[config.mk]
export PLATFORM = sky130hd
export DESIGN_NAME = pcm_decode_downmix_hop_framer_unit_flat
export DESIGN_NICKNAME = d
export VERILOG_FILES = /design/src/sv/pcmdm_pkg.sv /design/src/sv/pcmdm_if.sv /design/src/sv/pcm_decode_downmix_hop_framer_unit.sv /design/src/sv/pcmdm_front.sv /design/src/sv/pcmdm_queue.sv /design/src/sv/pcmdm_back.sv /design/src/flat_wrapper.sv
export SDC_FILE = /design/constraint.sdc
export NUM_CORES = 1
export LEC_CHECK = 0
export ABC_AREA = 1
export BUFFER_PORTS_ARGS = -buffer_cell sky130_fd_sc_hd__buf_4
export CORE_MARGIN = 2
export CORE_UTILIZATION = 55
export CTS_CLUSTER_SIZE = 20
export DETAILED_ROUTE_END_ITERATION = 12
export GPL_ROUTABILITY_DRIVEN = 0
export PLACE_DENSITY = 0.76
export SLEW_MARGIN = 0
export SYNTH_ARGS = -nofsm -noshare
export SYNTH_HDL_FRONTEND = slang
export SYNTH_SLANG_ARGS = --single-unit
[constraint.sdc]
create_clock -name clk -period 14.1 [get_ports clk]
set_input_delay 2.82 -clock clk [delete_from_list [all_inputs] [get_ports clk]]
set_output_delay 2.82 -clock clk [all_outputs]
set_load 0.05 [all_outputs]
[src/sv/pcmdm_pkg.sv]
`timescale 1ns / 1ps
// ----------------------------------------------------------------------------
// pcmdm_pkg
// Shared constants, register codes and types for the pcm decode / downmix
// hop framer.
// ----------------------------------------------------------------------------
package pcmdm_pkg;

  // default for the widest frame the block is built for
  localparam int MAX_CHANNELS_DEF = 8;

  // depth of the frame queue between front and back
  localparam int QUEUE_DEPTH = 4;

  // quotient bits retired per divider cycle
  localparam int DIV_RADIX_BITS = 4;

  // configuration port
  localparam int CFG_INDEX_W = 2;
  localparam int CFG_DATA_W  = 16;

  localparam logic [CFG_INDEX_W-1:0] REG_CHANNEL_COUNT = 2'd0;
  localparam logic [CFG_INDEX_W-1:0] REG_SAMPLE_BITS   = 2'd1;
  localparam logic [CFG_INDEX_W-1:0] REG_HOP_LENGTH    = 2'd2;

  // register reset values
  localparam logic [3:0]  CHANNEL_COUNT_RST = 4'd1;
  localparam logic [5:0]  SAMPLE_BITS_RST   = 6'd16;
  localparam logic [15:0] HOP_LENGTH_RST    = 16'd512;

  // back end sequencer
  typedef enum logic [1:0] {
    BK_IDLE,
    BK_DIV,
    BK_SEND
  } back_state_t;

endpackage

[src/sv/pcmdm_if.sv]
`timescale 1ns / 1ps
// ----------------------------------------------------------------------------
// pcmdm_if
// Valid/ready channels: raw pcm byte words in, mono sample words out.
// ----------------------------------------------------------------------------
interface pcmdm_in_if;
  logic       valid;
  logic       ready;
  logic [7:0] data_byte;
  logic       stream_end;

  modport source (output valid, data_byte, stream_end, input ready);
  modport sink   (input valid, data_byte, stream_end, output ready);
endinterface

interface pcmdm_out_if;
  logic              valid;
  logic              ready;
  logic signed [31:0] mono_sample;
  logic              last_of_hop;

  modport source (output valid, mono_sample, last_of_hop, input ready);
  modport sink   (input valid, mono_sample, last_of_hop, output ready);
endinterface

[src/sv/pcm_decode_downmix_hop_framer_unit.sv]
`timescale 1ns / 1ps
// ----------------------------------------------------------------------------
// pcm_decode_downmix_hop_framer_unit
// Decodes interleaved little-endian pcm bytes, averages each frame to one
// Q1.31 mono sample and marks the last sample of every hop group.
// ----------------------------------------------------------------------------
//  channel  role    word
//  pcm      sink    data_byte[7:0], stream_end
//  mono     source  mono_sample[31:0] signed, last_of_hop
//  cfg      write   cfg_en, cfg_index[1:0], cfg_data[15:0]
//
//  The front takes one byte word per cycle while the frame queue has room.
//  A single-channel frame is taken and written to the output register in the
//  same cycle, once that register is free; a frame of two or more channels
//  holds the back through the radix-16 divider steps and the send state.
//  Synchronous reset clears all partial state and loads register defaults.
//  A stalled mono word sits in the output register; the back stops at its
//  next mono word while the front keeps working until the queue fills.
module pcm_decode_downmix_hop_framer_unit #(
  parameter int MAX_CHANNELS = pcmdm_pkg::MAX_CHANNELS_DEF
) (
  input  logic                             clk,
  input  logic                             rst,
  pcmdm_in_if.sink                         pcm,
  pcmdm_out_if.source                      mono,
  input  logic                             cfg_en,
  input  logic [pcmdm_pkg::CFG_INDEX_W-1:0] cfg_index,
  input  logic [pcmdm_pkg::CFG_DATA_W-1:0]  cfg_data
);
  import pcmdm_pkg::*;

  localparam int SUM_W  = 32 + $clog2(MAX_CHANNELS);
  localparam int CNT_W  = $clog2(MAX_CHANNELS + 1);
  localparam int ITEM_W = 1 + SUM_W + CNT_W;

  logic [3:0]  channel_count;
  logic [5:0]  sample_bits;
  logic [15:0] hop_length;

  logic              f_valid, f_ready;
  logic [ITEM_W-1:0] f_data;
  logic              b_valid, b_ready;
  logic [ITEM_W-1:0] b_data;

  // configuration registers
  always_ff @(posedge clk) begin
    if (rst) begin
      channel_count <= CHANNEL_COUNT_RST;
      sample_bits   <= SAMPLE_BITS_RST;
      hop_length    <= HOP_LENGTH_RST;
    end else if (cfg_en) begin
      unique case (cfg_index)
        REG_CHANNEL_COUNT: channel_count <= cfg_data[3:0];
        REG_SAMPLE_BITS:   sample_bits   <= cfg_data[5:0];
        REG_HOP_LENGTH:    hop_length    <= cfg_data[15:0];
        default: ;
      endcase
    end
  end

  // byte assembly and frame summing
  pcmdm_front #(
    .MAX_CHANNELS (MAX_CHANNELS),
    .SUM_W        (SUM_W),
    .CNT_W        (CNT_W),
    .ITEM_W       (ITEM_W)
  ) u_front (
    .clk           (clk),
    .rst           (rst),
    .pcm           (pcm),
    .channel_count (channel_count),
    .sample_bits   (sample_bits),
    .q_valid       (f_valid),
    .q_data        (f_data),
    .q_ready       (f_ready)
  );

  // frame queue
  pcmdm_queue #(
    .WIDTH (ITEM_W),
    .DEPTH (QUEUE_DEPTH)
  ) u_queue (
    .clk        (clk),
    .rst        (rst),
    .push_valid (f_valid),
    .push_data  (f_data),
    .push_ready (f_ready),
    .pop_valid  (b_valid),
    .pop_data   (b_data),
    .pop_ready  (b_ready)
  );

  // averaging and hop framing
  pcmdm_back #(
    .SUM_W  (SUM_W),
    .CNT_W  (CNT_W),
    .ITEM_W (ITEM_W)
  ) u_back (
    .clk        (clk),
    .rst        (rst),
    .q_valid    (b_valid),
    .q_data     (b_data),
    .q_ready    (b_ready),
    .hop_length (hop_length),
    .mono       (mono)
  );

endmodule

[src/sv/pcmdm_front.sv]
`timescale 1ns / 1ps
// ----------------------------------------------------------------------------
// pcmdm_front
// Takes one pcm byte word a cycle, queue permitting; assembles samples,
// left-aligns them, sums each frame and queues frames and stream-end marks.
// ----------------------------------------------------------------------------
module pcmdm_front #(
  parameter int MAX_CHANNELS = 8,
  parameter int SUM_W        = 35,
  parameter int CNT_W        = 4,
  parameter int ITEM_W       = 40
) (
  input  logic              clk,
  input  logic              rst,
  pcmdm_in_if.sink          pcm,
  input  logic [3:0]        channel_count,
  input  logic [5:0]        sample_bits,
  output logic              q_valid,
  output logic [ITEM_W-1:0] q_data,
  input  logic              q_ready
);
  import pcmdm_pkg::*;

  localparam int CH_W = (MAX_CHANNELS > 1) ? $clog2(MAX_CHANNELS) : 1;

  logic [1:0]              byte_position;
  logic [31:0]             sample_assembly;
  logic [CH_W-1:0]         channel_position;
  logic signed [SUM_W-1:0] frame_sum;

  logic [2:0]              n_bytes;
  logic [CNT_W-1:0]        n_chans;
  logic [31:0]             asm_full;
  logic signed [31:0]      aligned;
  logic signed [SUM_W-1:0] sum_full;
  logic                    last_byte;
  logic                    last_chan;
  logic                    accept;

  // effective byte count and channel count
  always_comb begin
    if (sample_bits[5:3] == 3'd0) begin
      n_bytes = 3'd1;
    end else if (sample_bits[5:3] > 3'd4) begin
      n_bytes = 3'd4;
    end else begin
      n_bytes = sample_bits[5:3];
    end
    if (channel_count == 4'd0) begin
      n_chans = CNT_W'(1);
    end else if (32'(channel_count) > MAX_CHANNELS) begin
      n_chans = CNT_W'(MAX_CHANNELS);
    end else begin
      n_chans = CNT_W'(channel_count);
    end
  end

  // sample assembly and left alignment
  always_comb begin
    asm_full = sample_assembly | (32'(pcm.data_byte) << {byte_position, 3'b000});
    case (n_bytes)
      3'd1:    aligned = {asm_full[7:0] ^ 8'h80, 24'h000000};
      3'd2:    aligned = {asm_full[15:0], 16'h0000};
      3'd3:    aligned = {asm_full[23:0], 8'h00};
      default: aligned = asm_full;
    endcase
    sum_full  = frame_sum + SUM_W'(aligned);
    last_byte = ({1'b0, byte_position} + 3'd1) >= n_bytes;
    last_chan = (32'(channel_position) + 1) >= 32'(n_chans);
  end

  assign pcm.ready = q_ready;
  assign accept    = pcm.valid && q_ready;

  // queue push: a finished frame or a stream-end mark
  always_comb begin
    q_valid = accept && (pcm.stream_end || (last_byte && last_chan));
    if (pcm.stream_end) begin
      q_data = {1'b1, {(ITEM_W-1){1'b0}}};
    end else begin
      q_data = {1'b0, sum_full, n_chans};
    end
  end

  // partial frame state
  always_ff @(posedge clk) begin
    if (rst) begin
      byte_position    <= '0;
      sample_assembly  <= '0;
      channel_position <= '0;
      frame_sum        <= '0;
    end else if (accept) begin
      if (pcm.stream_end) begin
        byte_position    <= '0;
        sample_assembly  <= '0;
        channel_position <= '0;
        frame_sum        <= '0;
      end else if (!last_byte) begin
        byte_position   <= byte_position + 2'd1;
        sample_assembly <= asm_full;
      end else begin
        byte_position   <= '0;
        sample_assembly <= '0;
        if (!last_chan) begin
          channel_position <= channel_position + CH_W'(1);
          frame_sum        <= sum_full;
        end else begin
          channel_position <= '0;
          frame_sum        <= '0;
        end
      end
    end
  end

endmodule

[src/sv/pcmdm_queue.sv]
`timescale 1ns / 1ps
// ----------------------------------------------------------------------------
// pcmdm_queue
// Short register queue of frame words between front and back.
// ----------------------------------------------------------------------------
module pcmdm_queue #(
  parameter int WIDTH = 40,
  parameter int DEPTH = 4
) (
  input  logic             clk,
  input  logic             rst,
  input  logic             push_valid,
  input  logic [WIDTH-1:0] push_data,
  output logic             push_ready,
  output logic             pop_valid,
  output logic [WIDTH-1:0] pop_data,
  input  logic             pop_ready
);
  import pcmdm_pkg::*;

  localparam int PTR_W = (DEPTH > 1) ? $clog2(DEPTH) : 1;
  localparam int CNT_W = $clog2(DEPTH + 1);

  logic [WIDTH-1:0] entries [DEPTH];
  logic [PTR_W-1:0] wr_ptr;
  logic [PTR_W-1:0] rd_ptr;
  logic [CNT_W-1:0] fill;
  logic             do_push;
  logic             do_pop;

  assign push_ready = (32'(fill) < DEPTH);
  assign pop_valid  = (fill != '0);
  assign pop_data   = entries[rd_ptr];
  assign do_push    = push_valid && push_ready;
  assign do_pop     = pop_valid && pop_ready;

  // storage
  always_ff @(posedge clk) begin
    if (do_push) begin
      entries[wr_ptr] <= push_data;
    end
  end

  // pointers and fill count
  always_ff @(posedge clk) begin
    if (rst) begin
      wr_ptr <= '0;
      rd_ptr <= '0;
      fill   <= '0;
    end else begin
      if (do_push) begin
        wr_ptr <= (32'(wr_ptr) == DEPTH - 1) ? '0 : wr_ptr + PTR_W'(1);
      end
      if (do_pop) begin
        rd_ptr <= (32'(rd_ptr) == DEPTH - 1) ? '0 : rd_ptr + PTR_W'(1);
      end
      if (do_push && !do_pop) begin
        fill <= fill + CNT_W'(1);
      end else if (do_pop && !do_push) begin
        fill <= fill - CNT_W'(1);
      end
    end
  end

endmodule

[src/sv/pcmdm_back.sv]
`timescale 1ns / 1ps
// ----------------------------------------------------------------------------
// pcmdm_back
// Divides each frame sum by its channel count (radix-16 iterative divider,
// truncation toward zero), counts hop groups and holds the output register.
// ----------------------------------------------------------------------------
module pcmdm_back #(
  parameter int SUM_W  = 35,
  parameter int CNT_W  = 4,
  parameter int ITEM_W = 40
) (
  input  logic              clk,
  input  logic              rst,
  input  logic              q_valid,
  input  logic [ITEM_W-1:0] q_data,
  output logic              q_ready,
  input  logic [15:0]       hop_length,
  pcmdm_out_if.source       mono
);
  import pcmdm_pkg::*;

  localparam int DIV_STEPS = (SUM_W + DIV_RADIX_BITS - 1) / DIV_RADIX_BITS;
  localparam int DW        = DIV_STEPS * DIV_RADIX_BITS;
  localparam int ITER_W    = (DIV_STEPS > 1) ? $clog2(DIV_STEPS) : 1;

  back_state_t state, state_next;

  logic [DW-1:0]     dq, dq_next, dq_step;
  logic [CNT_W-1:0]  rem, rem_next, rem_step;
  logic [CNT_W-1:0]  divisor, divisor_next;
  logic              neg, neg_next;
  logic [ITER_W-1:0] iter, iter_next;
  logic [15:0]       hop_fill, hop_fill_next;

  logic              out_valid, out_valid_next;
  logic signed [31:0] out_sample, out_sample_next;
  logic              out_last, out_last_next;

  // head of queue
  logic                    h_end;
  logic signed [SUM_W-1:0] h_sum;
  logic [CNT_W-1:0]        h_chans;
  logic [SUM_W-1:0]        h_mag;

  logic              out_free;
  logic              emit;
  logic [31:0]       emit_val;
  logic [31:0]       quot;
  logic [16:0]       fill_inc;
  logic [16:0]       hop_eff;
  logic              hop_done;

  assign h_end   = q_data[ITEM_W-1];
  assign h_sum   = q_data[SUM_W+CNT_W-1:CNT_W];
  assign h_chans = q_data[CNT_W-1:0];
  assign h_mag   = h_sum[SUM_W-1] ? SUM_W'(-h_sum) : SUM_W'(h_sum);

  assign out_free = !out_valid || mono.ready;
  assign quot     = neg ? (32'd0 - dq[31:0]) : dq[31:0];

  assign mono.valid       = out_valid;
  assign mono.mono_sample = out_sample;
  assign mono.last_of_hop = out_last;

  // one divider cycle: DIV_RADIX_BITS restoring steps on a narrow remainder
  always_comb begin
    logic [CNT_W:0] r;
    logic [DW-1:0]  d;
    d = dq;
    r = {1'b0, rem};
    for (int k = 0; k < DIV_RADIX_BITS; k++) begin
      r = {r[CNT_W-1:0], d[DW-1]};
      d = {d[DW-2:0], 1'b0};
      if (r >= {1'b0, divisor}) begin
        r    = r - {1'b0, divisor};
        d[0] = 1'b1;
      end
    end
    dq_step  = d;
    rem_step = r[CNT_W-1:0];
  end

  // hop group count
  always_comb begin
    fill_inc = {1'b0, hop_fill} + 17'd1;
    hop_eff  = (hop_length == 16'd0) ? 17'd1 : {1'b0, hop_length};
    hop_done = fill_inc >= hop_eff;
  end

  // sequencer: next state and datapath controls
  always_comb begin
    state_next      = state;
    dq_next         = dq;
    rem_next        = rem;
    divisor_next    = divisor;
    neg_next        = neg;
    iter_next       = iter;
    hop_fill_next   = hop_fill;
    q_ready         = 1'b0;
    emit            = 1'b0;
    emit_val        = quot;
    unique case (state)
      BK_IDLE: begin
        if (q_valid) begin
          if (h_end) begin
            q_ready       = 1'b1;
            hop_fill_next = '0;
          end else if (h_chans == CNT_W'(1)) begin
            if (out_free) begin
              q_ready  = 1'b1;
              emit     = 1'b1;
              emit_val = h_sum[31:0];
            end
          end else begin
            q_ready      = 1'b1;
            dq_next      = DW'(h_mag);
            rem_next     = '0;
            divisor_next = h_chans;
            neg_next     = h_sum[SUM_W-1];
            iter_next    = '0;
            state_next   = BK_DIV;
          end
        end
      end
      BK_DIV: begin
        dq_next   = dq_step;
        rem_next  = rem_step;
        iter_next = iter + ITER_W'(1);
        if (32'(iter) == DIV_STEPS - 1) begin
          state_next = BK_SEND;
        end
      end
      BK_SEND: begin
        if (out_free) begin
          emit       = 1'b1;
          state_next = BK_IDLE;
        end
      end
      default: state_next = BK_IDLE;
    endcase

    // output register
    out_valid_next  = out_valid && !mono.ready;
    out_sample_next = out_sample;
    out_last_next   = out_last;
    if (emit) begin
      out_valid_next  = 1'b1;
      out_sample_next = emit_val;
      out_last_next   = hop_done;
      hop_fill_next   = hop_done ? 16'd0 : fill_inc[15:0];
    end
  end

  // state and control registers
  always_ff @(posedge clk) begin
    if (rst) begin
      state     <= BK_IDLE;
      hop_fill  <= '0;
      out_valid <= 1'b0;
    end else begin
      state     <= state_next;
      hop_fill  <= hop_fill_next;
      out_valid <= out_valid_next;
    end
  end

  // divider and output payload
  always_ff @(posedge clk) begin
    dq         <= dq_next;
    rem        <= rem_next;
    divisor    <= divisor_next;
    neg        <= neg_next;
    iter       <= iter_next;
    out_sample <= out_sample_next;
    out_last   <= out_last_next;
  end

endmodule

[src/flat_wrapper.sv]
// flat-port wrapper written by rule: the top's interface ports become plain ports
module pcm_decode_downmix_hop_framer_unit_flat import pcmdm_pkg::*;
#(
  parameter int MAX_CHANNELS = pcmdm_pkg::MAX_CHANNELS_DEF
)
  (clk, rst, cfg_en, cfg_index, cfg_data, pcm_valid, pcm_data_byte, pcm_stream_end, pcm_ready, mono_valid, mono_mono_sample, mono_last_of_hop, mono_ready);
  pcmdm_in_if pcm_i ();
  pcmdm_out_if mono_i ();
  input  logic clk;
  input  logic rst;
  input  logic cfg_en;
  input  logic [pcmdm_pkg::CFG_INDEX_W-1:0] cfg_index;
  input  logic [pcmdm_pkg::CFG_DATA_W-1:0] cfg_data;
  input wire logic [$bits(pcm_i.valid)-1:0] pcm_valid;
  input wire logic [$bits(pcm_i.data_byte)-1:0] pcm_data_byte;
  input wire logic [$bits(pcm_i.stream_end)-1:0] pcm_stream_end;
  output wire logic [$bits(pcm_i.ready)-1:0] pcm_ready;
  output wire logic [$bits(mono_i.valid)-1:0] mono_valid;
  output wire logic [$bits(mono_i.mono_sample)-1:0] mono_mono_sample;
  output wire logic [$bits(mono_i.last_of_hop)-1:0] mono_last_of_hop;
  input wire logic [$bits(mono_i.ready)-1:0] mono_ready;
  assign pcm_i.valid = pcm_valid;
  assign pcm_i.data_byte = pcm_data_byte;
  assign pcm_i.stream_end = pcm_stream_end;
  assign pcm_ready = pcm_i.ready;
  assign mono_valid = mono_i.valid;
  assign mono_mono_sample = mono_i.mono_sample;
  assign mono_last_of_hop = mono_i.last_of_hop;
  assign mono_i.ready = mono_ready;
  pcm_decode_downmix_hop_framer_unit #(.MAX_CHANNELS(MAX_CHANNELS)) u_core (.clk(clk), .rst(rst), .pcm(pcm_i), .mono(mono_i), .cfg_en(cfg_en), .cfg_index(cfg_index), .cfg_data(cfg_data));
endmodule
; ---- After elaboration in Yosys (flattened, before gate mapping)
; Memories as Yosys holds them, arrays and structs flattened. A register that Yosys moved wholly into a read port is not among the register bits.
; Index checks and enable logic that the tools add are counted.
[word_totals]
reg_bits = 206
mem_bits_rw = 160
in_bits = 32
output_inout_bits = 35
wordCells = 173
n_memories = 1
[memory_table]
columns = memory, words, width, rd, rd_clocked_by_memory_dff, wr, line_no
row1 = u_core.u_queue.entries, 4, 40, 1, 1, 1, pcmdm_queue.sv:24  ; logic [WIDTH-1:0] entries [DEPTH];
[op_classes]
n_addsub = 17
n_lt_le_gt_ge = 10
n_eq_ne = 16
n_shift = 1
muxes = 70
n_bitwise = 4
n_reduce_logical = 34
[op_table]
columns = op, n
row1 = 32-bit two-way mux, 8
row2 = 35-bit two-way mux, 4
row3 = 36-bit two-way mux, 3
row4 = 16-bit two-way mux, 6
row5 = 32-bit one-hot mux with 3 select lines, 1
row6 = 36-bit one-hot mux with 2 select lines, 1
row7 = 40-bit two-way mux, 1
row8 = 4-bit two-way mux, 9
row9 = 35-bit by 32-bit adder with 35-bit output, 1
row10 = 35-bit negator, 1
row11 = 32-bit OR, 1
row12 = 8-bit by 5-bit << shifter with 32-bit output, 1
row13 = 1-bit by 32-bit subtractor with 32-bit output (first input constant), 1
row14 = 2-bit two-way mux, 11
row15 = 3-bit two-way mux, 7
row16 = 5-bit by 4-bit >= comparator with 1-bit output, 4
row17 = 16-bit by 1-bit adder with 17-bit output (second input constant), 1
row18 = 17-bit by 16-bit >= comparator with 1-bit output, 1
row19 = 16-bit zero test, 1
row20 = 4-bit one-hot mux with 2 select lines, 2
row21 = 4-bit subtractor, 4
row22 = 1-bit two-way mux, 15
row23 = 2-bit nonzero test, 6
row24 = 2-bit equality test (second input constant), 4
row25 = 32 further kinds, 58

; ---- Longest topological paths before layout
; Gate-level depths: netlist (run 1).
[logic_depth]
depth_word = 12
mapped_depth = 38
mapped_depth_nobuf = 38

; ---- Modules after synthesis
; Synthesis (run 1) repeated with hierarchy kept, for this count alone.
[unflattened]
cells_unflattened = 2643
hier_area_um2 = 21376.8
[by_module_without_submodules]
columns = mod, instances, cells_each, area_per_inst_um2
row1 = pcmdm_back, 1, 1033, 7703.6
row2 = pcmdm_queue, 1, 451, 6525.0
row3 = pcmdm_front, 1, 995, 6079.6
row4 = pcm_decode_downmix_hop_framer_unit, 1, 164, 1068.5

; ---- Worst setup path before layout (run 1)
; No wires, ideal clock.
[synth_timing]
path_type = input to register
from = in pcm_stream_end
to = mem u_core.u_queue.entries[0][0], enable pin
setup_ns = 0.437
t_arrival_ns = 5.408
required_time_ns = 13.663
setup_slack_ns = 8.254
stages = 7
cell_sequence = buf_2 > inv_2 > o2111ai_1 > nand2_1 > a21oi_1 > inv_1 > nor2_1
[synth_via]
elab_chain_cells = 5
[synth_lines]
columns = item, line_no
row1 = from (decl), flat_wrapper.sv:16  ; input wire logic [$bits(pcm_i.stream_end)-1:0] pcm_stream_end;
row2 = 1-bit logical OR, pcmdm_front.sv:77  ; q_valid = accept && (pcm.stream_end || (last_byte && last_chan));
row3 = 1-bit logical AND, pcmdm_front.sv:77
row4 = 1-bit logical AND, pcmdm_queue.sv:34  ; assign do_push = push_valid && push_ready;
row5 = named net u_core.u_queue.do_push, pcmdm_queue.sv:28  ; logic do_push;
row6 = 1-bit two-way mux, pcmdm_queue.sv:39  ; if (do_push) begin
row7 = 1-bit two-way mux (not written as such), pcmdm_queue.sv:40  ; entries[wr_ptr] <= push_data;
row8 = to (decl), pcmdm_queue.sv:24
; The timed path passes the listed nets, and every way through them passes these cells.

; ---- Worst setup path after layout (run 1)
[layout_timing]
from = reg u_core.u_back.divisor[1]
to = reg u_core.u_back.dq[0] (data pin)
[layout_via]
elab_chain_cells = 9
[layout_lines]
columns = item, line_no
row1 = from (decl), pcmdm_back.sv:30  ; logic [CNT_W-1:0] divisor, divisor_next;
row2 = from (signal assigned), pcmdm_back.sv:171  ; divisor <= divisor_next;
row3 = 4-bit subtractor or 5-bit by 4-bit >= comparator with 1-bit output (tied branches), "pcmdm_back.sv:75, pcmdm_back.sv:74"
row4 = 4-bit two-way mux, pcmdm_back.sv:74  ; if (r >= {1'b0, divisor}) begin
row5 = 4-bit subtractor or 5-bit by 4-bit >= comparator with 1-bit output (tied branches), "pcmdm_back.sv:75, pcmdm_back.sv:74"
row6 = 4-bit two-way mux, pcmdm_back.sv:74
row7 = 4-bit subtractor or 5-bit by 4-bit >= comparator with 1-bit output (tied branches), "pcmdm_back.sv:75, pcmdm_back.sv:74"
row8 = 4-bit two-way mux, pcmdm_back.sv:74
row9 = 5-bit by 4-bit >= comparator with 1-bit output *, pcmdm_back.sv:74
row10 = 1-bit two-way mux *, pcmdm_back.sv:74
row11 = 36-bit one-hot mux with 2 select lines *, pcmdm_back.sv:102  ; unique case (state)
row12 = named net u_core.u_back.dq_next[0], pcmdm_back.sv:28  ; logic [DW-1:0] dq, dq_next, dq_step;
row13 = to (signal assigned), pcmdm_back.sv:169  ; dq <= dq_next;
row14 = to (decl), pcmdm_back.sv:28
; Mark *: on every way through the listed nets, which the timed path passes. The rest lies on a longest branch.
; A chain may end at the register's enable or synchronous reset.

==> results of run 1 <==
==> cell usage after synthesis (9+ instances only) <==
library cell	n
a211oi_1	16
a21oi_1	139
a31oi_1	12
buf_2	22
buf_4	9
buf_6	12
clkbuf_1	43
dfxtp_1	123
edfxtp_1	242
ha_1	86
inv_1	290
nand2_1	686
nand2_2	18
nand3_1	205
nand4_1	43
nor2_1	216
nor2_2	12
nor3_1	36
o21ai_0	175
o21ai_1	14
o21bai_1	9
o22ai_1	10
or2_2	16
xnor2_1	23
xor2_1	33
==> state kept, by name, indices dropped and copies added (netlist names), named ones only <==
name                             count
u_core.u_back.iter                   4
u_core.u_queue.rd_ptr                2
u_core.u_back.mono.mono_sample      32
u_core.u_queue.wr_ptr                2
u_core.u_front.byte_position         2
u_core.u_front.sample_assembly      32
u_core.u_back.hop_fill              16
u_core.u_back.mono.valid             1
u_core.u_back.mono.last_of_hop       1
u_core.u_back.divisor                4
u_core.u_front.frame_sum            35
u_core.u_back.dq                    36
u_core.u_front.channel_position      3
u_core.u_back.state                  2
u_core.u_back.rem                    4
u_core.u_queue.fill                  3
u_core.channel_count                 4
u_core.u_queue.entries             160
u_core.hop_length                   16
u_core.u_back.neg                    1
u_core.sample_bits                   3
==> per-stage QoR <==
| step | worst slack [ns] | utilization [%] | instances | power, mW |
|---|---|---|---|---|
| final | 7.82 | 61.4 | 3168 | 5.23 |
| after global routing | 7.22 | 61.4 | 3168 | 5.61 |
| after CTS | 7.95 | 61.4 | 3168 | 5.20 |
| after detailed placement | 7.97 | 57.7 | 3094 | 4.09 |
| after global placement | 8.26 | 57.7 | 3094 | 3.98 |
| after floorplan | 8.25 | - | 2592 | 3.49 |
==> final cells by class <==
cell class / instances / area (um^2)
multi-input cells: 1836 / 9520
clock buffers: 52 / 1090
inverters: 302 / 1140
fillers: 3229 / 14500
flip-flops and latches: 365 / 9730
repair buffers: 80 / 601
well taps: 511 / 639
clock inverters: 22 / 295
==> how the worst min path moves through the flow <==
stage                                                      endpoint  slack [ns]  cells past startpoint
finish                    u_core.u_front.frame_sum[23]$_SDFFE_PP0P_        0.46                      2
CTS                 u_core.u_front.sample_assembly[16]$_SDFFE_PP0P_        0.46                      2
global route              u_core.u_front.frame_sum[22]$_SDFFE_PP0P_        0.48                      2
floorplan           u_core.u_front.sample_assembly[16]$_SDFFE_PP0P_        0.43                      2
global placement    u_core.u_front.sample_assembly[23]$_SDFFE_PP0P_        0.44                      2
detailed placement  u_core.u_front.sample_assembly[23]$_SDFFE_PP0P_        0.45                      2
==> routing by layer <==
metal,routed length (um),vias to the layer above,part of all wire [%],GRT usage [%]
met5,0,-,0,0
met4,2150,0,4.0,11.4
met3,4440,152,8.2,3.44
met2,25400,831,47,46.2
met1,22000,8365,41,35.8
li1,-,8766,-,-
==> kinds of logic after synthesis <==
kind of cell / count (synthesis) / share of synthesized area [%]
adders and majority gates: 92 / 5.74
buffers and inverters: 391 / 7.79
and+or+nand+nor: 1258 / 25.7
DFF: 365 / 46.7
xor gates and xnor gates: 56 / 2.35
AOI/OAI and AO/OA: 430 / 11.7
==> where the power goes <==
part / switching (mW) / internal [mW] / leakage (nW)
combinational: 1.75 / 0.797 / 5.93
sequential: 0.123 / 1.46 / 3.25
clock: 0.425 / 0.674 / 0.662
==> critical path, delay by kind of cell (launching register included) <==
family                     cells  cell delay, ns
and+or+nand+nor               19            2.37
AOI/OAI and AO/OA              7            1.41
adders and majority gates      4            1.38
DFF                            1            0.44
buffers and inverters          3            0.38
==> metrics, run 1 <==
DP HPWL=38.0 mm; worst-skew pair later-pin latency=0.55 ns; hold buffer count at CTS=0; via count=18,100; P per Cell Area=227 nW/um^2; layout cells sized above 1=8.05%; number of global-route vias before repair=17,100; die footprint=39,500 um^2; PortBufs=66; Initial DRC Count=1,665; most frequent CP cell=nor2_1; final slew viol count=0; vias per cell=5.72; reg2reg end=u_core.u_back.dq[0]$_DFFE_PP_; Post-Syn Area=20,800 um^2; Hold Path Class=reg2reg; flop-to-flop setup slack=7.82 ns; Mapped Cells=2,592; Netlist cell types=54; worst setup path class=reg2reg; # setup viols final=0; YS warnings=0; DRT Wirelength=53.9 mm; Resize count post-CTS=0; Slowest cell on crit path=edfxtp_1; global-route wire length before repair=85.7 mm; chip width=199 um; TritonCTS buffer count=40; CP Capture Type=flop; max incr delay on CP=0.44 ns; Worst-Margin Slew=1.18 ns; FF-to-FF path depth=33; syn avg cell area=8.04 um^2; startpoint types=flop; initial antenna violation count=0; DP Area=21,600 um^2; clk slew on worst S/H paths=0.06 ns; EDFF count, synth=242; Seq/Total Area, Yosys=46.7%; Routed wire per std cell=17.0 um; H-tree Lvls=2; CTS Buffer Depth=3; peak supply drop=0.000240 V; min cycle time layout=6.28 ns; RSZ-0062 raised after global routing=no; final period utilization=44.5%; HP Start=u_core.u_front.frame_sum[23]$_SDFFE_PP0P_; crit path from=u_core.u_back.divisor[1]$_DFFE_PP_; Crit path arrival time=6.56 ns; top area cells in the synthesized netlist=edfxtp_1 (35%), nand2_1 (12%), dfxtp_1 (12%), inv_1 (5.2%), ha_1 (5.2%); Ant. Diodes=0; total gr overflow=0; status=finished, final reports clean; post-CTS setup buffers=0; Root Driver=clkbuf_16; # rows=71; antenna viol nets, final=0; I/O Pins=67; cell accounting for the most synthesized area=edfxtp_1; Design Area, Final=23,000 um^2; worst hold slack=0.457 ns; commonest register cell after synthesis=edfxtp_1; Max Fclk=159 MHz; P&R area growth vs syn=10.4%; most frequent cells in the layout=nand2_1 (686), inv_1 (290), edfxtp_1 (242); relative slew slack=21.5%; drc violations=0; TritonCTS clock tree=built; Leak=9.83 nW; max_cap viols=0; fin nets=2,749; Core Region=37,500 um^2; worst setup path end=u_core.u_back.dq[0]$_DFFE_PP_; largest net degree at the start of global routing=83; die span in y=199 um; Starting Density=55.6%; CP max FO=7; top cell type's share of synthesized area=34.9%; Hold Fails Final Rpt=0; net count after synthesis=2,716; Pre-Repair DR Iteration Count=6; Setup Skew=0.0266 ns; WP data required=14.38 ns; most common cell after layout, fill and taps aside=nand2_1; FFs w/ async S/R, synth=0%; GR Util All Layers=27.4%; Crit Reg-Reg Startpoint=u_core.u_back.divisor[1]$_DFFE_PP_; setup_tns=0 ns; Synth Register Bits=365; clock sinks=365
Power figures use the tool's default switching activity.
==> run 2, diff against run 1 <==
Settings changed: ABC_AREA 1 to 0.
Clock period 14.1 ns to 6.48 ns, I/O delays scaled along.
==> metrics, run 2 <==
WP data required=6.71 ns; P_sw=3.94 mW; peak supply drop=0.000573 V; P per Cell Area=500 nW/um^2; PortBufs=66; placed cells=2,176; Largest Register=u_core.u_queue.entries; Slowest cell on crit path=edfxtp_1; max incr delay on CP=0.41 ns; Crit Reg-Reg Startpoint=u_core.u_back.rem[0]$_SDFFCE_PN0P_; top cell type's share of synthesized area=38.5%; clock power share=21.4%; Seq/Total Area, Yosys=51.5%; layout cells sized above 1=14.2%; Internal Power=6.64 mW; antenna viol nets, final=0; YS warnings=0; most common cell after layout, fill and taps aside=edfxtp_1; drc violations=0; DP HPWL=28.1 mm; die footprint=35,800 um^2; worst setup path class=reg2reg; DRT Wirelength=40.5 mm; # rows=67; Routed wire per std cell=18.0 um; initial antenna violation count=0; met1 wire length=18.3 mm; flop-to-flop setup slack=0.18 ns; Multi-input gate area=8710 um^2; Post-Syn Area=18,900 um^2; die span in y=189 um; commonest register cell after synthesis=edfxtp_1; P&R area growth vs syn=12.2%; final period utilization=97.2%; top area cells in the synthesized netlist=edfxtp_1 (38%), dfxtp_1 (13%), ha_1 (5.7%), mux4_2 (4.7%), a21oi_1 (4.0%); most frequent cells in the layout=edfxtp_1 (242), nor2_1 (175), a21oi_1 (147); CP max FO=4; fin nets=1,898; WHS Endpoint=u_core.hop_length[0]$_SDFFE_PP0P_; top post-synthesis cells by count=edfxtp_1 (242), nor2_1 (175), a21oi_1 (150); via count=13,400; Sw Share=37.3%; top-count cell post-synth=edfxtp_1; relative slew slack=24.9%; hold buffer count at CTS=0; wire length on met3=2.34 mm; final slew viol count=0; Hold Fails Final Rpt=0; Pre-Repair DR Iteration Count=5; Worst-Margin Slew=1.12 ns; vias per cell=5.94; global-route wire length before repair=65.6 mm; HP Start=u_core.hop_length[0]$_SDFFE_PP0P_; hold path cells=2; FF-to-FF path depth=31; logic gate share of total power=47.0%; Non-Filler Instances=2,248; Seq pwr share=31.6%; Core Region=33,700 um^2; Max Fclk=159 MHz; reg2reg end=u_core.u_back.rem[3]$_SDFFCE_PN0P_; max_cap viols=0; worst-skew pair later-pin latency=0.54 ns; Netlist cell types=76; GR Util All Layers=22.5%; syn avg cell area=10.9 um^2; Initial DRC Count=1,022; worst hold slack=0.462 ns; Leak=8.06 nW; register area=9730 um^2; max FFs per register=160; chip width=189 um; Crit path arrival time=6.53 ns; filler instances=2,662; net count after synthesis=1,849; number of global-route vias before repair=12,700; Setup Skew=0.0252 ns; CTS Buffer Depth=3; # setup viols final=0; I/O Pins=67; TritonCTS buffer count=38; met2 wire len=18.8 mm; cell accounting for the most synthesized area=edfxtp_1; Root Driver=clkbuf_16; Synth Register Bits=365; H-tree Lvls=2; TritonCTS clock tree=built; min cycle time layout=6.30 ns; status=finished, final reports clean; FFs w/ async S/R, synth=0%; Mapped Cells=1,725; Hold Path Class=reg2reg; Largest regs=u_core.u_queue.entries x160, u_core.u_back.dq x36, u_core.u_front.frame_sum x35; Starting Density=56.0%; clock sinks=365; Ant. Diodes=0; max layer used=met4; startpoint types=flop; clk slew on worst S/H paths=0.06 ns; CP Capture Type=flop; largest net degree at the start of global routing=63; EDFF count, synth=242; total gr overflow=0
## run 2: cell types whose count changed after synthesis, sizes merged, moves of 24 or more
cell | before | now
nand4 | 43 | 10
a21o | 3 | 33
clkbuf | 43 | 67
inv | 299 | 57
mux4 | 0 | 39
nand3 | 208 | 21
nor2 | 233 | 178
nand2 | 704 | 142
o21ai | 190 | 90
xor2 | 33 | 75
buf | 46 | 14
## run 2: repair_timing
action                     in CTS  in global routing
buffers inserted                3                  3
gates resized for setup         5                 10
cloned                          0                  0
pin swaps                       2                  3
setup endpoints to repair       5                  5
## run 2: worst max path at each step
stage / startpoint / to / slack [ns] / cells after the start
5_1_grt: u_core.u_back.rem[0]$_SDFFCE_PN0P_ / u_core.u_back.rem[3]$_SDFFCE_PN0P_ / -0.15 / 31
3_5_place_dp: u_core.u_back.rem[0]$_SDFFCE_PN0P_ / u_core.u_back.rem[3]$_SDFFCE_PN0P_ / -0.31 / 28
2_1_floorplan: u_core.u_back.divisor[1]$_DFFE_PP_ / u_core.u_back.rem[1]$_SDFFCE_PN0P_ / 0.01 / 31
6_report: u_core.u_back.rem[0]$_SDFFCE_PN0P_ / u_core.u_back.rem[3]$_SDFFCE_PN0P_ / 0.18 / 31
4_1_cts: u_core.u_back.rem[0]$_SDFFCE_PN0P_ / u_core.u_back.rem[3]$_SDFFCE_PN0P_ / 0.05 / 31
3_3_place_gp: u_core.u_back.rem[0]$_SDFFCE_PN0P_ / u_core.u_back.rem[3]$_SDFFCE_PN0P_ / -0.06 / 30
## run 2: logic make-up (layout without fill, tap and decap cells)
kind of cell	after synthesis	count (layout)	share of synthesized area (%)
XOR/XNOR	121	121	5.61
buffers and inverters	138	213	2.98
AND/OR/NAND/NOR	525	525	13.6
AO/OA/AOI/OAI	411	411	13.4
flip-flops	365	365	51.5
adder cells (fa/ha/maj)	92	92	6.33
multiplexers	73	73	6.55
## run 2: critical path, delay by kind of cell, from the launching register on
family | cells | cell delay [ns]
AOI/OAI and AO/OA | 16 | 2.76
buffers and inverters | 3 | 0.33
muxes | 2 | 0.48
and+or+nand+nor | 6 | 0.93
DFF | 1 | 0.41
adders and majority gates | 4 | 1.13
## run 2: layer usage
metal / GRT usage, % / vias up
met5: 0 / -
met3: 3.00 / 70
met4: 6.59 / 0
li1: - / 6446
met2: 37.0 / 419
met1: 31.5 / 6426
## run 2: layout make-up
type                            count  area share, %
Sequential cell                   365           45.9
Multi-Input combinational cell   1222           41.1
Clock buffer                       44           4.64
Timing Repair Buffer               90           3.19
Tap cell                          448           2.65
Clock inverter                     22           1.48
Inverter                           57           1.01
## run 2: per-stage QoR
stage / TNS [ns] / power, mW / instance area (um^2) / worst slack (ns) / util [%]
after CTS: 0 / 10.3 / 21100 / 0.0470 / 62.7
after global placement: -0.106 / 7.58 / 19800 / -0.0572 / 58.7
after global routing: -0.686 / 11.3 / 21200 / -0.154 / 62.9
after detailed placement: -1.38 / 7.76 / 19800 / -0.308 / 58.7
after floorplan: 0 / 6.71 / 18900 / 0.0136 / -
final: 0 / 10.6 / 21200 / 0.182 / 62.9
## run 2: power groups by stage
stage | Clock, mW | Combinational [mW] | Sequential, mW
5_1_grt | 2.40 | 5.47 | 3.39
3_3_place_gp | 0 | 4.20 | 3.38
3_5_place_dp | 0 | 4.37 | 3.39
4_1_cts | 2.31 | 4.64 | 3.35
6_report | 2.27 | 4.97 | 3.35
2_1_floorplan | 0 | 3.37 | 3.34
==> run 3, diff against run 2 <==
Settings changed: GPL_TIMING_DRIVEN set to 0, SLEW_MARGIN 0 to 20.
Clock period 6.48 ns to 6.85 ns, I/O delays scaled along.
==> metrics, run 3 (synthesis gave the netlist of run 2 again) <==
Sw Share=38.4%; die footprint=35,800 um^2; Seq pwr share=30.6%; min cycle time layout=6.55 ns; worst-skew pair later-pin latency=0.54 ns; layout cells sized above 1=13.4%; startpoint types=flop; status=finished, final reports clean; largest net degree at the start of global routing=36; worst setup path class=reg2reg; Internal Power=6.25 mW; DP HPWL=32.0 mm; Hold Fails Final Rpt=0; DRT Wirelength=43.4 mm; hold buffer count at CTS=0; Largest regs=u_core.u_queue.entries x160, u_core.u_back.dq x36, u_core.u_front.frame_sum x35; # setup viols final=0; total gr overflow=0; clock power share=21.3%; most frequent cells in the layout=edfxtp_1 (242), nor2_1 (174), a21oi_1 (146); chip width=189 um; WP data required=7.10 ns; via count=13,700; Largest Register=u_core.u_queue.entries; PortBufs=66; logic gate share of total power=48.1%; Routed wire per std cell=18.7 um; max_cap viols=0; Design Area, Final=21,500 um^2; H-tree Lvls=2; relative slew slack=34.3%; CTS Buffer Depth=3; initial antenna violation count=0; Core Region=33,700 um^2; DP Area=20,100 um^2; I/O Pins=67; peak supply drop=0.000749 V; clock sinks=365; number of global-route vias before repair=13,400; Worst-Margin Slew=0.983 ns; Starting Density=56.0%; CP Capture Type=flop; Crit path arrival time=6.79 ns; Ant. Diodes=0; most frequent CP cell=ha_1; global-route wire length before repair=69.2 mm; GR Util All Layers=24.1%; TritonCTS buffer count=37; CP max FO=7; final slew viol count=0; Setup Skew=0.0271 ns; max incr delay on CP=0.45 ns; antenna viol nets, final=0; clk slew on worst S/H paths=0.06 ns; Pre-Repair DR Iteration Count=5; # rows=67; Root Driver=clkbuf_16; Slowest cell on crit path=edfxtp_1; Hold Path Class=reg2reg; max FFs per register=160; drc violations=0; TritonCTS clock tree=built; fin nets=1,970; most common cell after layout, fill and taps aside=edfxtp_1; P&R area growth vs syn=14.0%; Max Fclk=153 MHz; P per Cell Area=472 nW/um^2; Setup WS pre-CTS=-1.83 ns; Leak=8.18 nW; final period utilization=95.6%; Worst Slack Setup Final=0.301 ns; die span in y=189 um; P_sw=3.90 mW; Initial DRC Count=982; vias per cell=5.92; worst hold slack=0.466 ns
## run 3: worst paths after layout
path	start	end	slack [ns]	cells after the start
setup reg to reg	u_core.u_back.divisor[1]$_DFFE_PP_	u_core.u_back.rem[3]$_SDFFCE_PN0P_	0.30	30
setup / recovery	u_core.u_back.divisor[1]$_DFFE_PP_	u_core.u_back.rem[3]$_SDFFCE_PN0P_	0.30	30
hold / removal	u_core.hop_length[0]$_SDFFE_PP0P_	u_core.hop_length[0]$_SDFFE_PP0P_	0.47	2
hold reg to reg	u_core.hop_length[0]$_SDFFE_PP0P_	u_core.hop_length[0]$_SDFFE_PP0P_	0.47	2
## run 3: worst max-delay path: cells and delay by family (launching register included)
family,cells,cell delay (ns)
compound gates,14,2.52
simple gates,5,0.85
mux,3,0.79
flops,1,0.45
fa+ha+maj,4,1.07
buf+inv,4,0.56
## run 3: what timing repair did
action / in CTS / in global routing
pin swaps: 2 / 4
buffers inserted: 5 / 6
setup endpoints to repair: 6 / 5
gates resized for setup: 17 / 9
cloned: 0 / 0
## run 3: metal layers
layer	up-vias	global-route usage (%)	wire, um
met5	-	0	0
met4	0	7.22	1310
met3	87	3.08	2400
met2	438	42.0	21200
met1	6607	31.7	18400
li1	6603	-	-
## run 3: area by class of cell
type	instances	area (um^2)
Multi-Input combinational cell	1222	8700
Clock inverter	25	334
Fill cell	2664	12200
Tap cell	448	561
Clock buffer	42	965
Sequential cell	365	9730
Inverter	57	216
Buffer	81	349
Timing Repair Buffer	82	678
## run 3: stage by stage
step / TNS [ns] / utilization (%) / power [mW] / instances
global placement: -7.42 / 59.2 / 7.16 / 2239
global route: -0.0605 / 63.9 / 10.8 / 2322
finish: 0 / 63.9 / 10.2 / 2322
floorplan: 0 / - / 6.31 / 1725
CTS: 0 / 63.6 / 9.84 / 2316
detailed placement: -8.74 / 59.5 / 7.34 / 2244
## run 3: power by group through the flow
stage / combinational (mW) / clock, mW / sequential [mW]
final: 4.89 / 2.16 / 3.11
after global routing: 5.33 / 2.28 / 3.14
after CTS: 4.55 / 2.19 / 3.10
after detailed placement: 4.20 / 0 / 3.15
after global placement: 4.02 / 0 / 3.15
after floorplan: 3.15 / 0 / 3.16
